### config.mk
export PLATFORM = sky130hd
export DESIGN_NAME = cpmlu_fifo
export DESIGN_NICKNAME = d
export VERILOG_FILES = /design/src/rtl/core/cpmlu_pkg.sv /design/src/rtl/core/cpmlu_fifo.sv
export SDC_FILE = /design/constraint.sdc
export NUM_CORES = 1
export LEC_CHECK = 0
export ABC_AREA = 1
export BUFFER_PORTS_ARGS = -buffer_cell sky130_fd_sc_hd__buf_2
export CORE_ASPECT_RATIO = 0.9
export CORE_MARGIN = 2
export CORE_UTILIZATION = 41
export CTS_BUF_LIST = sky130_fd_sc_hd__clkbuf_4 sky130_fd_sc_hd__clkbuf_8
export DETAILED_ROUTE_END_ITERATION = 7
export PLACE_DENSITY = 0.69
export SYNTH_ARGS = -nofsm -noshare
export SYNTH_HDL_FRONTEND = slang
export SYNTH_SLANG_ARGS = --single-unit
### constraint.sdc
create_clock -name clk -period 6.3 [get_ports clk]
set_clock_uncertainty 0.05 [all_clocks]
set_input_delay 0.63 -clock clk [delete_from_list [all_inputs] [get_ports clk]]
set_output_delay 0.63 -clock clk [all_outputs]
set_load 0.02 [all_outputs]
### src/rtl/core/cpmlu_pkg.sv
// shared types, constants and fixed-point helpers for the cpml cell update
package cpmlu_pkg;

    localparam int unsigned FIFO_DEPTH = 8;
    localparam int unsigned FIFO_CW    = 4;

    localparam logic OP_UPDATE = 1'b0;
    localparam logic OP_LOAD   = 1'b1;

    localparam logic [1:0] REG_CELL_STEP   = 2'd0;
    localparam logic [1:0] REG_INV_STEP    = 2'd1;
    localparam logic [1:0] REG_OUTER_SIDE  = 2'd2;
    localparam logic [1:0] REG_MAGNETIC    = 2'd3;

    localparam logic signed [31:0] Q_MAX = 32'sh7fff_ffff;
    localparam logic signed [31:0] Q_MIN = 32'sh8000_0000;

    typedef struct packed {
        logic               opcode;
        logic [11:0]        cell_addr;
        logic [3:0]         layer;
        logic signed [31:0] curl_first;
        logic signed [31:0] curl_second;
        logic signed [31:0] field1_in;
        logic signed [31:0] field2_in;
        logic signed [31:0] cb_first;
        logic signed [31:0] cb_second;
        logic signed [31:0] coef_decay;
        logic signed [31:0] coef_scale;
        logic signed [31:0] coef_kterm;
    } in_item_t;

    typedef struct packed {
        logic signed [31:0] field1_out;
        logic signed [31:0] field2_out;
        logic               saturated;
    } out_item_t;

    typedef struct packed {
        logic [30:0] cell_step;
        logic [30:0] inverse_step;
        logic        outer_side;
        logic        magnetic_update;
    } cfg_t;

    typedef struct packed {
        logic signed [31:0] v;
        logic               clip;
    } qres_t;

    function automatic qres_t qmul(logic signed [31:0] x, logic signed [31:0] y);
        logic signed [63:0] p;
        qres_t r;
        p = x * y;
        if (p[63:47] == {17{p[63]}})
        begin
            r.v = p[47:16];
            r.clip = 1'b0;
        end
        else
        begin
            r.v = p[63] ? Q_MIN : Q_MAX;
            r.clip = 1'b1;
        end
        return r;
    endfunction

    function automatic qres_t qsat33(logic signed [32:0] s);
        qres_t r;
        if (s[32] == s[31])
        begin
            r.v = s[31:0];
            r.clip = 1'b0;
        end
        else
        begin
            r.v = s[32] ? Q_MIN : Q_MAX;
            r.clip = 1'b1;
        end
        return r;
    endfunction

    function automatic qres_t qadd(logic signed [31:0] x, logic signed [31:0] y);
        return qsat33({x[31], x} + {y[31], y});
    endfunction

    function automatic qres_t qsub(logic signed [31:0] x, logic signed [31:0] y);
        return qsat33({x[31], x} - {y[31], y});
    endfunction

    function automatic qres_t qneg(logic signed [31:0] x, logic en);
        qres_t r;
        r.v = x;
        r.clip = 1'b0;
        if (en)
        begin
            if (x == Q_MIN)
            begin
                r.v = Q_MAX;
                r.clip = 1'b1;
            end
            else
            begin
                r.v = -x;
            end
        end
        return r;
    endfunction

endpackage

### src/rtl/core/cpmlu_fifo.sv
// result queue that decouples the pipeline from the output handshake
module cpmlu_fifo
(
    input  logic                clk,
    input  logic                rst_n,
    input  logic                push,
    input  cpmlu_pkg::out_item_t push_data,
    input  logic                pop,
    output logic                not_empty,
    output cpmlu_pkg::out_item_t head
);
    import cpmlu_pkg::*;

    localparam int unsigned PW = $clog2(FIFO_DEPTH);

    out_item_t            mem_reg [FIFO_DEPTH];
    logic [PW-1:0]        wr_ptr_reg;
    logic [PW-1:0]        rd_ptr_reg;
    logic [FIFO_CW-1:0]   count_reg;
    logic [FIFO_CW-1:0]   count_next;

    always_comb
    begin
        count_next = count_reg;
        if (push && !pop)
        begin
            count_next = count_reg + 1'b1;
        end
        else if (pop && !push)
        begin
            count_next = count_reg - 1'b1;
        end
    end

    always_ff @(posedge clk or negedge rst_n)
    begin
        if (!rst_n)
        begin
            wr_ptr_reg <= '0;
            rd_ptr_reg <= '0;
            count_reg  <= '0;
        end
        else
        begin
            if (push)
            begin
                wr_ptr_reg <= wr_ptr_reg + 1'b1;
            end
            if (pop)
            begin
                rd_ptr_reg <= rd_ptr_reg + 1'b1;
            end
            count_reg <= count_next;
        end
    end

    always_ff @(posedge clk)
    begin
        if (push)
        begin
            mem_reg[wr_ptr_reg] <= push_data;
        end
    end

    assign not_empty = (count_reg != '0);
    assign head      = mem_reg[rd_ptr_reg];
endmodule

==> results of run 1 <==
[critical path, cell delays in order (launching register included)]
cell     delay, ns
dfrtp_4       0.74
inv_8         0.94
buf_4         0.49
nand2_1       0.13
nand2_1       0.08
nand2_1       0.05
o21ai_1       0.12
nand2_1       0.07
nand2_1       0.11
buf_2         0.17
[layer usage]
layer / up-vias / GRT usage [%]
li1: 6456 / -
met1: 6613 / 23.5
met2: 393 / 31.0
met3: 114 / 4.21
met4: 14 / 6.26
met5: - / 0
[synthesized netlist by cell type (all sizes together)]
cell type and n:
nand2 742, edfxtp 520, o21ai 263, nor2 141, buf 66, clkbuf 34
inv 13, dfrtp 10, ha 5, xor2 3, nand3 2, or2 2
xnor2 2, a21oi 1, fa 1
[how the worst max path moves through the flow]
| stage | end | slack, ns |
|---|---|---|
| final | head[30] | 1.94 |
| after global routing | head[33] | 1.68 |
| after CTS | head[30] | 1.87 |
| after detailed placement | head[1] | 2.62 |
| after global placement | head[1] | 2.62 |
| after floorplan | mem_reg[0][0] | 2.06 |
[repair_timing]
| item | 4_1_cts | 5_1_grt |
|---|---|---|
| hold buffers | 1 | 0 |
| setup endpoints to repair | 0 | 0 |
| hold endpoints to repair | 10 | 0 |
[area by class of cell]
cell class,count,area (um^2),share of cell area [%]
clock buffer,118,1440,5.96
clock inverter,26,205,0.851
tap,688,861,3.57
inverter,13,57.6,0.239
multi-input combinational,1162,4840,20.1
sequential,530,15900,65.8
timing repair buffer,153,816,3.38
antenna,5,12.5,0.0519
[logic make-up after synthesis]
group                      Yosys count  synth area share (%)
DFF                                530                  74.6
and+or+nand+nor                    887                  15.7
AOI/OAI and AO/OA                  264                  6.22
adders and majority gates            6                 0.388
buffers and inverters              113                  2.86
xor gates and xnor gates             5                 0.206
[power by group]
part	leakage, nW	switching, mW	total (mW)	internal [mW]
sequential	4.84	0.215	4.50	4.28
clock	0.856	1.30	2.89	1.59
combinational	3.38	2.84	3.91	1.07
total	9.08	4.35	11.3	6.94
[stage by stage]
| step | hold WS [ns] | utilization (%) | std cells | instance area [um^2] |
|---|---|---|---|---|
| 2_1_floorplan | 0.284 | - | 1805 | 21300 |
| 3_3_place_gp | 0.457 | 43.6 | 2545 | 22400 |
| 3_5_place_dp | 0.466 | 43.6 | 2545 | 22400 |
| 4_1_cts | 0.122 | 46.8 | 2690 | 24100 |
| 5_1_grt | 0.147 | 46.8 | 2690 | 24100 |
| 6_report | 0.191 | 46.8 | 2695 | 24100 |
==> flow_summary.json, run 1 <==
{
  "hold_start": "push_data[17]",
  "largest_reg_flops": 520,
  "hold_viol": 0,
  "drv_cap": 0,
  "remaining_drc_errors": 0,
  "yosys.cell_types.count": 21,
  "root_buffer": "clkbuf_8",
  "ys_seq_area_share_pct": 74.6,
  "status": "finished clean",
  "path_max_fanout": 195,
  "reg2reg_depth": 3,
  "cts_sinks": 530,
  "setup_ws_ns": 1.94,
  "drt-total-wl_um": 48700,
  "avgViaCountPerCell": 5.04,
  "top_layer_used": "met5",
  "ant_nets": 0,
  "final_layout_size_suffix_gt1_share_pct": 14.9,
  "worst_pin_slew_ns": 1.17,
  "grt_max_degree": 196,
  "pre_cts_ws_ns": 2.62,
  "slew_headroom_pct": 22.1,
  "die_h_um": 220,
  "pwr_density_cell_mw_per_mm2": 468,
  "cts_max_path_buffers": 3,
  "drt-met1-wl_um": 20700,
  "nets": 2020,
  "crit_path_start_kind": "register",
  "synth_warnings": 0,
  "cts_tree": "done",
  "cp-end-kind": "primary output",
  "drtIter0Drc": 1080,
  "core_area_mm2": 0.0515,
  "die_width_um": 244,
  "grt_pass1_vias": 13400,
  "h-tree-depth": 3,
  "synth_area_leaders": "edfxtp_1 (73%), nand2_1 (13%), o21ai_0 (3.4%)",
  "fin_total_pwr_mw": 11.3,
  "synth_largest_area_cell": "edfxtp_1",
  "r2r-end": "mem_reg[0][35]",
  "track_usage_pct": 18.4,
  "ir_worst_vdd_uv": 427,
  "io_buffers": 134,
  "worstSetupPathType": "reg -> out",
  "setup-tns-final_ns": 0,
  "worstHoldPathType": "in -> reg",
  "fmax_ghz": 0.230,
  "synthCells": 1805,
  "post_cts_buffers": 0,
  "period_share_pct": 69.1,
  "clk_latency_ns": 0.65,
  "die-area_mm2": 0.0537,
  "arrival_ns": 3.68,
  "io_pins": 135,
  "postSynthAreaPerCell_um2": 11.8,
  "grt_remaining_overflow": 0,
  "p_leak_nw": 9.08,
  "cts.repair.resized": 0,
  "final_cell_mix": "nand2_1 (742), edfxtp_1 (520), o21ai_0 (145)",
  "wl_met2_um": 23700,
  "vias": 13600,
  "finalMaxSlewViolations": 0,
  "ff2ff_setup_slack_ns": 3.51,
  "antenna_found_initial": 8,
  "nFillCells": 4577,
  "hold_end": "mem_reg[3][17]",
  "crit_start": "rd_ptr_reg[0]",
  "start_util_pct": 41.3,
  "setup_viol": 0,
  "numCtsBuffers": 85,
  "mappedNetlistArea_mm2": 0.0213,
  "wl_met3_um": 3120,
  "grt_pass1_wl_um": 75200,
  "dp_hpwl_um": 24000,
  "rr_startpoint": "wr_ptr_reg[0]",
  "rsz0062_at_grt": "false",
  "final_common_cell": "nand2_1",
  "cts.reportedPaths.clkPinSlew_ns": 0.06,
  "areaGrowthSynthToFinish_pct": 13.4,
  "rows": 79,
  "ys_ff_latch": 530,
  "synth_top_area_share_pct": 73.5,
  "post_drt_wl_per_cell_um": 18.1,
  "min_path_cells": 1,
  "synth_fp_nets": 1880,
  "period_needed_ns": 4.36,
  "cp.required_ns": 5.62,
  "dr.pass1.iters": 6,
  "gp_congestion": 0.738
}
Note: power is estimated with default switching activity, not from simulation.
==> run 2: changes to the inputs <==
--- a/config.mk
+++ b/config.mk
@@ -5,7 +5,7 @@
 export SDC_FILE = /design/constraint.sdc
 export NUM_CORES = 1
 export LEC_CHECK = 0
-export ABC_AREA = 1
+export ABC_AREA = 0
 export BUFFER_PORTS_ARGS = -buffer_cell sky130_fd_sc_hd__buf_2
 export CORE_ASPECT_RATIO = 0.9
 export CORE_MARGIN = 2
==> constraint.sdc (replaced) <==
create_clock -name clk -period 4.35 [get_ports clk]
set_clock_uncertainty 0.05 [all_clocks]
set_input_delay 0.435 -clock clk [delete_from_list [all_inputs] [get_ports clk]]
set_output_delay 0.435 -clock clk [all_outputs]
set_load 0.02 [all_outputs]
==> flow_summary.json, run 2 <==
{
  "path_max_fanout": 38,
  "setup_viol": 0,
  "io_pins": 135,
  "postLayoutCoreUtil_pct": 49.6,
  "grt_remaining_overflow": 0,
  "rsz0062_at_grt": "false",
  "period_needed_ns": 3.50,
  "cp.required_ns": 3.87,
  "ys_ff_latch": 530,
  "crit_path_start_kind": "register",
  "grt_pass1_vias": 10000,
  "antenna_found_initial": 1,
  "p_leak_nw": 7.83,
  "grt_max_degree": 75,
  "gp_congestion": 0.688,
  "track_usage_pct": 15.6,
  "areaGrowthSynthToFinish_pct": 18.8,
  "cts.repair.resized": 0,
  "final_common_cell": "edfxtp_1",
  "finalMaxSlewViolations": 0,
  "arrival_ns": 3.01,
  "start_util_pct": 41.8,
  "synth_top_area_share_pct": 77.7,
  "ant_nets": 0,
  "synth_warnings": 0,
  "nets": 1160,
  "post_synth_and_or_nand_nor_area_fraction_pct": 0.585,
  "cp-end-kind": "primary output",
  "ff2ff_setup_slack_ns": 2.06,
  "hold_viol": 0,
  "cts_tree": "done",
  "post_drt_wl_per_cell_um": 21.9,
  "die_width_um": 237,
  "root_buffer": "clkbuf_8",
  "yosysMostFrequentCell": "edfxtp_1",
  "yosys-top-cells-count": "edfxtp_1 (520), mux4_2 (130), mux2_2 (68), clkbuf_1 (17)",
  "synth_top_family_by_area": "multiplexers",
  "largest_reg_flops": 520,
  "vias": 9200,
  "core_area_mm2": 0.0481,
  "h-tree-depth": 3,
  "drtIter0Drc": 625,
  "synthFlopType": "edfxtp_1",
  "drt-total-wl_um": 38700,
  "rr_startpoint": "wr_ptr_reg[0]",
  "final_cell_mix": "edfxtp_1 (520), buf_2 (134), mux4_2 (130)",
  "dr.pass1.iters": 7,
  "die_h_um": 214,
  "pwr_density_cell_mw_per_mm2": 655,
  "rows": 76,
  "final_layout_size_suffix_gt1_share_pct": 43.4,
  "r2r-end": "mem_reg[7][36]",
  "io_buffers": 134,
  "cts_max_path_buffers": 3,
  "die-area_mm2": 0.0508,
  "slew_headroom_pct": 35.6,
  "mappedNetlistArea_mm2": 0.0201,
  "synthMuxAreaShare_pct": 18.4,
  "yosys.cell_types.count": 26,
  "ys_seq_area_share_pct": 78.9,
  "fin_total_pwr_mw": 15.7,
  "drv_cap": 0,
  "cts_sinks": 530,
  "synth-async-reset-ratio_pct": 1.89,
  "ir_worst_vdd_uv": 355,
  "synth-edff-count": 520,
  "dp_hpwl_um": 20400,
  "avgViaCountPerCell": 5.21,
  "setup-tns-final_ns": 0,
  "fmax_ghz": 0.286,
  "reg2reg_depth": 3,
  "synth_area_leaders": "edfxtp_1 (78%), mux4_2 (15%), mux2_2 (3.8%)",
  "grt_pass1_wl_um": 59400,
  "status": "finished clean",
  "worst_pin_slew_ns": 0.967,
  "synth-adder-area-share_pct": 0.411,
  "synth_largest_area_cell": "edfxtp_1",
  "worstSetupPathType": "reg -> out",
  "nFillCells": 3843,
  "synthXorXnorAreaFrac_pct": 0.261,
  "period_share_pct": 80.4,
  "postSynthAreaPerCell_um2": 24.8,
  "synthCells": 811,
  "hold-worst-slack_ns": 0.149,
  "synth_compound_area_share_pct": 0.205,
  "worstHoldPathType": "in -> async",
  "cts.reportedPaths.clkPinSlew_ns": 0.06,
  "crit_start": "rd_ptr_reg[0]",
  "numCtsBuffers": 84,
  "setup.worst_path.end": "head[11]",
  "clk_latency_ns": 0.63,
  "remaining_drc_errors": 0,
  "synth_fp_nets": 886
}
[run 2: cell count changes after synthesis, moves of 17 or more]
cell	change
nand2_1	-736
o21ai_0	-144
nor2_1	-135
mux4_2	+130
o21ai_1	-118
mux2_2	+68
buf_2	-25
clkbuf_1	-17
[run 2: worst min path at each step]
stage                    to  slack, ns  depth (start not counted)  startpoint
6_report       count_reg[2]       0.15                          2       rst_n
3_5_place_dp   count_reg[2]       0.26                          1       rst_n
3_3_place_gp   count_reg[2]       0.26                          1       rst_n
5_1_grt        count_reg[2]       0.11                          2       rst_n
2_1_floorplan  count_reg[0]       0.09                          0       rst_n
4_1_cts        count_reg[2]       0.08                          2       rst_n
[run 2: cell families after synthesis]
group | after synthesis
simple gates | 24
compound gates | 6
fa+ha+maj | 6
xor+xnor | 6
buf+inv | 40
mux | 199
flops | 530
[run 2: per-layer routing]
layer	GRT usage (%)	vias to the layer above	routed length, um
met5	0	-	0
met3	3.89	63	2200
met1	21.3	4842	17100
met4	5.03	0	712
li1	-	4032	-
met2	24.9	263	18700
[run 2: critical path: stages, from the launching register on]
cell,delay (ns)
dfrtp_4,0.95
buf_12,0.37
mux4_2,0.55
mux2_2,0.31
buf_2,0.17
[run 2: layout make-up]
cell class | instances | area [um^2] | share of cell area (%)
clock buffer | 114 | 1380 | 5.79
timing repair buffer | 226 | 1610 | 6.73
clock inverter | 28 | 154 | 0.645
inverter | 2 | 7.51 | 0.0314
tap | 624 | 781 | 3.27
multi-input combinational | 241 | 4070 | 17.0
antenna | 2 | 5.00 | 0.0210
sequential | 530 | 15900 | 66.5
[run 2: repair_timing]
item	CTS	global route
buffers inserted	0	0
hold buffers	68	0
endpoints found under the setup margin	0	0
endpoints found under the hold margin	532	0
[run 2: metrics by stage]
step / cells / area, um^2 / setup slack, ns
after CTS: 1765 / 23900 / 0.674
after global routing: 1766 / 23900 / 0.597
after detailed placement: 1555 / 21700 / 1.41
after global placement: 1555 / 21700 / 1.43
final: 1767 / 23900 / 0.851
after floorplan: 811 / 20100 / 0.469
[run 2: where the power goes]
| group | internal, mW | total (mW) | switching, mW |
|---|---|---|---|
| clock | 2.06 | 3.88 | 1.82 |
| sequential | 6.42 | 6.84 | 0.416 |
| combinational | 2.31 | 4.93 | 2.62 |
==> run 3: changes to the inputs <==
==> constraint.sdc (replaced) <==
create_clock -name clk -period 3.25 [get_ports clk]
set_clock_uncertainty 0.05 [all_clocks]
set_input_delay 0.325 -clock clk [delete_from_list [all_inputs] [get_ports clk]]
set_output_delay 0.325 -clock clk [all_outputs]
set_load 0.02 [all_outputs]
==> flow_summary.json, run 3 (synthesis gave the netlist of run 2 again) <==
{
  "status": "finished clean",
  "worstSetupPathType": "reg -> out",
  "final_layout_size_suffix_gt1_share_pct": 43.6,
  "seq_area_mm2": 0.0159,
  "cts_max_path_buffers": 3,
  "setup_viol": 0,
  "die-area_mm2": 0.0508,
  "h-tree-depth": 3,
  "final_cell_mix": "edfxtp_1 (520), buf_2 (134), mux4_2 (130)",
  "path_max_fanout": 29,
  "areaGrowthSynthToFinish_pct": 20.1,
  "final_common_cell": "edfxtp_1",
  "worstHoldPathType": "in -> async",
  "pwr_density_cell_mw_per_mm2": 898,
  "slew_headroom_pct": 47.8,
  "cts_tree": "done",
  "period_needed_ns": 2.98,
  "crit_path_start_kind": "register",
  "multi_input_area_mm2": 0.00407,
  "setup-tns-final_ns": 0,
  "design_area_mm2": 0.0241,
  "rsz0062_at_grt": "false",
  "p_leak_nw": 7.95,
  "worst_pin_slew_ns": 0.782,
  "core_area_mm2": 0.0481,
  "post_drt_wl_per_cell_um": 22.6,
  "dr.pass1.iters": 5,
  "cts_sinks": 530,
  "drtIter0Drc": 545,
  "grt_pass1_wl_um": 61100,
  "hold_viol": 0,
  "fmax_ghz": 0.335,
  "nets": 1166,
  "arrival_ns": 2.61,
  "rows": 76,
  "grt_remaining_overflow": 0,
  "die_h_um": 214,
  "ant_nets": 0,
  "nFillCells": 3823,
  "drt-total-wl_um": 40200,
  "dp_hpwl_um": 21600,
  "cts_hold_buf": 68,
  "cts.repair.resized": 0,
  "placed_area_mm2": 0.0217,
  "cp.required_ns": 2.87,
  "io_buffers": 134,
  "placedCellCount": 1560,
  "final_cells": 1782,
  "remaining_drc_errors": 0,
  "finalMaxSlewViolations": 0,
  "grt_pass1_vias": 10100,
  "period_share_pct": 91.7,
  "grt_max_degree": 86,
  "post_cts_buffers": 0,
  "ir_worst_vdd_uv": 583,
  "numCtsBuffers": 85,
  "root_buffer": "clkbuf_8",
  "io_pins": 135,
  "fin_total_pwr_mw": 21.7,
  "postLayoutCoreUtil_pct": 50.2,
  "antenna_found_initial": 4,
  "largest_reg_flops": 520,
  "vias": 9315,
  "cts.reportedPaths.clkPinSlew_ns": 0.06,
  "avgViaCountPerCell": 5.23,
  "clk_latency_ns": 0.64,
  "track_usage_pct": 16.1,
  "gp_congestion": 0.718,
  "drv_cap": 0,
  "start_util_pct": 41.8,
  "die_width_um": 237,
  "cp-end-kind": "primary output"
}
run 3: changes by cell type in the layout (fill, tap and decap cells not counted), sizes merged:
cell      before  now
inv            6    3
clkinvlp       2    6
clkbuf       114  112
buf          158  163
diode          2    1
clkinv        22   28
bufinv         0    6
run 3: power by group:
| part | switching, mW | internal [mW] |
|---|---|---|
| logic | 3.76 | 3.16 |
| registers | 0.357 | 8.60 |
| clock network | 2.52 | 3.27 |
| total | 6.64 | 15.0 |
run 3: worst paths after layout:
kind / from / to / slack (ns) / cells past startpoint
setup reg to reg: wr_ptr_reg[2] / mem_reg[3][34] / 1.28 / 3
max in group asynchronous: rst_n / rd_ptr_reg[0] / 2.83 / 2
setup / recovery: rd_ptr_reg[0] / head[49] / 0.27 / 5
min in group clk: push_data[11] / mem_reg[0][11] / 0.44 / 2
hold reg to reg: count_reg[2] / count_reg[2] / 0.47 / 2
hold / removal: rst_n / rd_ptr_reg[1] / 0.05 / 2
run 3: area by class of cell:
| class | instances | share of cell area [%] |
|---|---|---|
| antenna | 1 | 0.0104 |
| clock buffer | 112 | 5.76 |
| clock inverter | 41 | 1.45 |
| inverter | 2 | 0.0311 |
| multi-input combinational | 241 | 16.8 |
| sequential | 530 | 65.8 |
| tap | 624 | 3.23 |
| timing repair buffer | 231 | 6.91 |
run 3: critical path, cell delays in order, from the launching register on:
cell and delay (ns):
dfrtp_4 0.52, buf_12 0.29, buf_12 0.20, mux4_2 0.50, mux2_2 0.29, buf_2 0.16
run 3: per-stage QoR:
step / setup WS (ns) / hold slack, ns
6_report: 0.269 / 0.0548
3_5_place_dp: 0.888 / 0.180
5_1_grt: 0.117 / 0.0258
2_1_floorplan: -0.631 / -0.0206
4_1_cts: 0.172 / 0.00000810
3_3_place_gp: 0.907 / 0.175
run 3: layer usage:
metal / wire length, um / share of wire (%) / vias up / global-route usage (%)
li1: - / - / 4046 / -
met3: 2080 / 5.2 / 68 / 4.31
met2: 19600 / 49 / 234 / 25.8
met5: 43 / 0.11 / - / 0
met4: 672 / 1.7 / 6 / 4.65
met1: 17800 / 44 / 4961 / 21.9
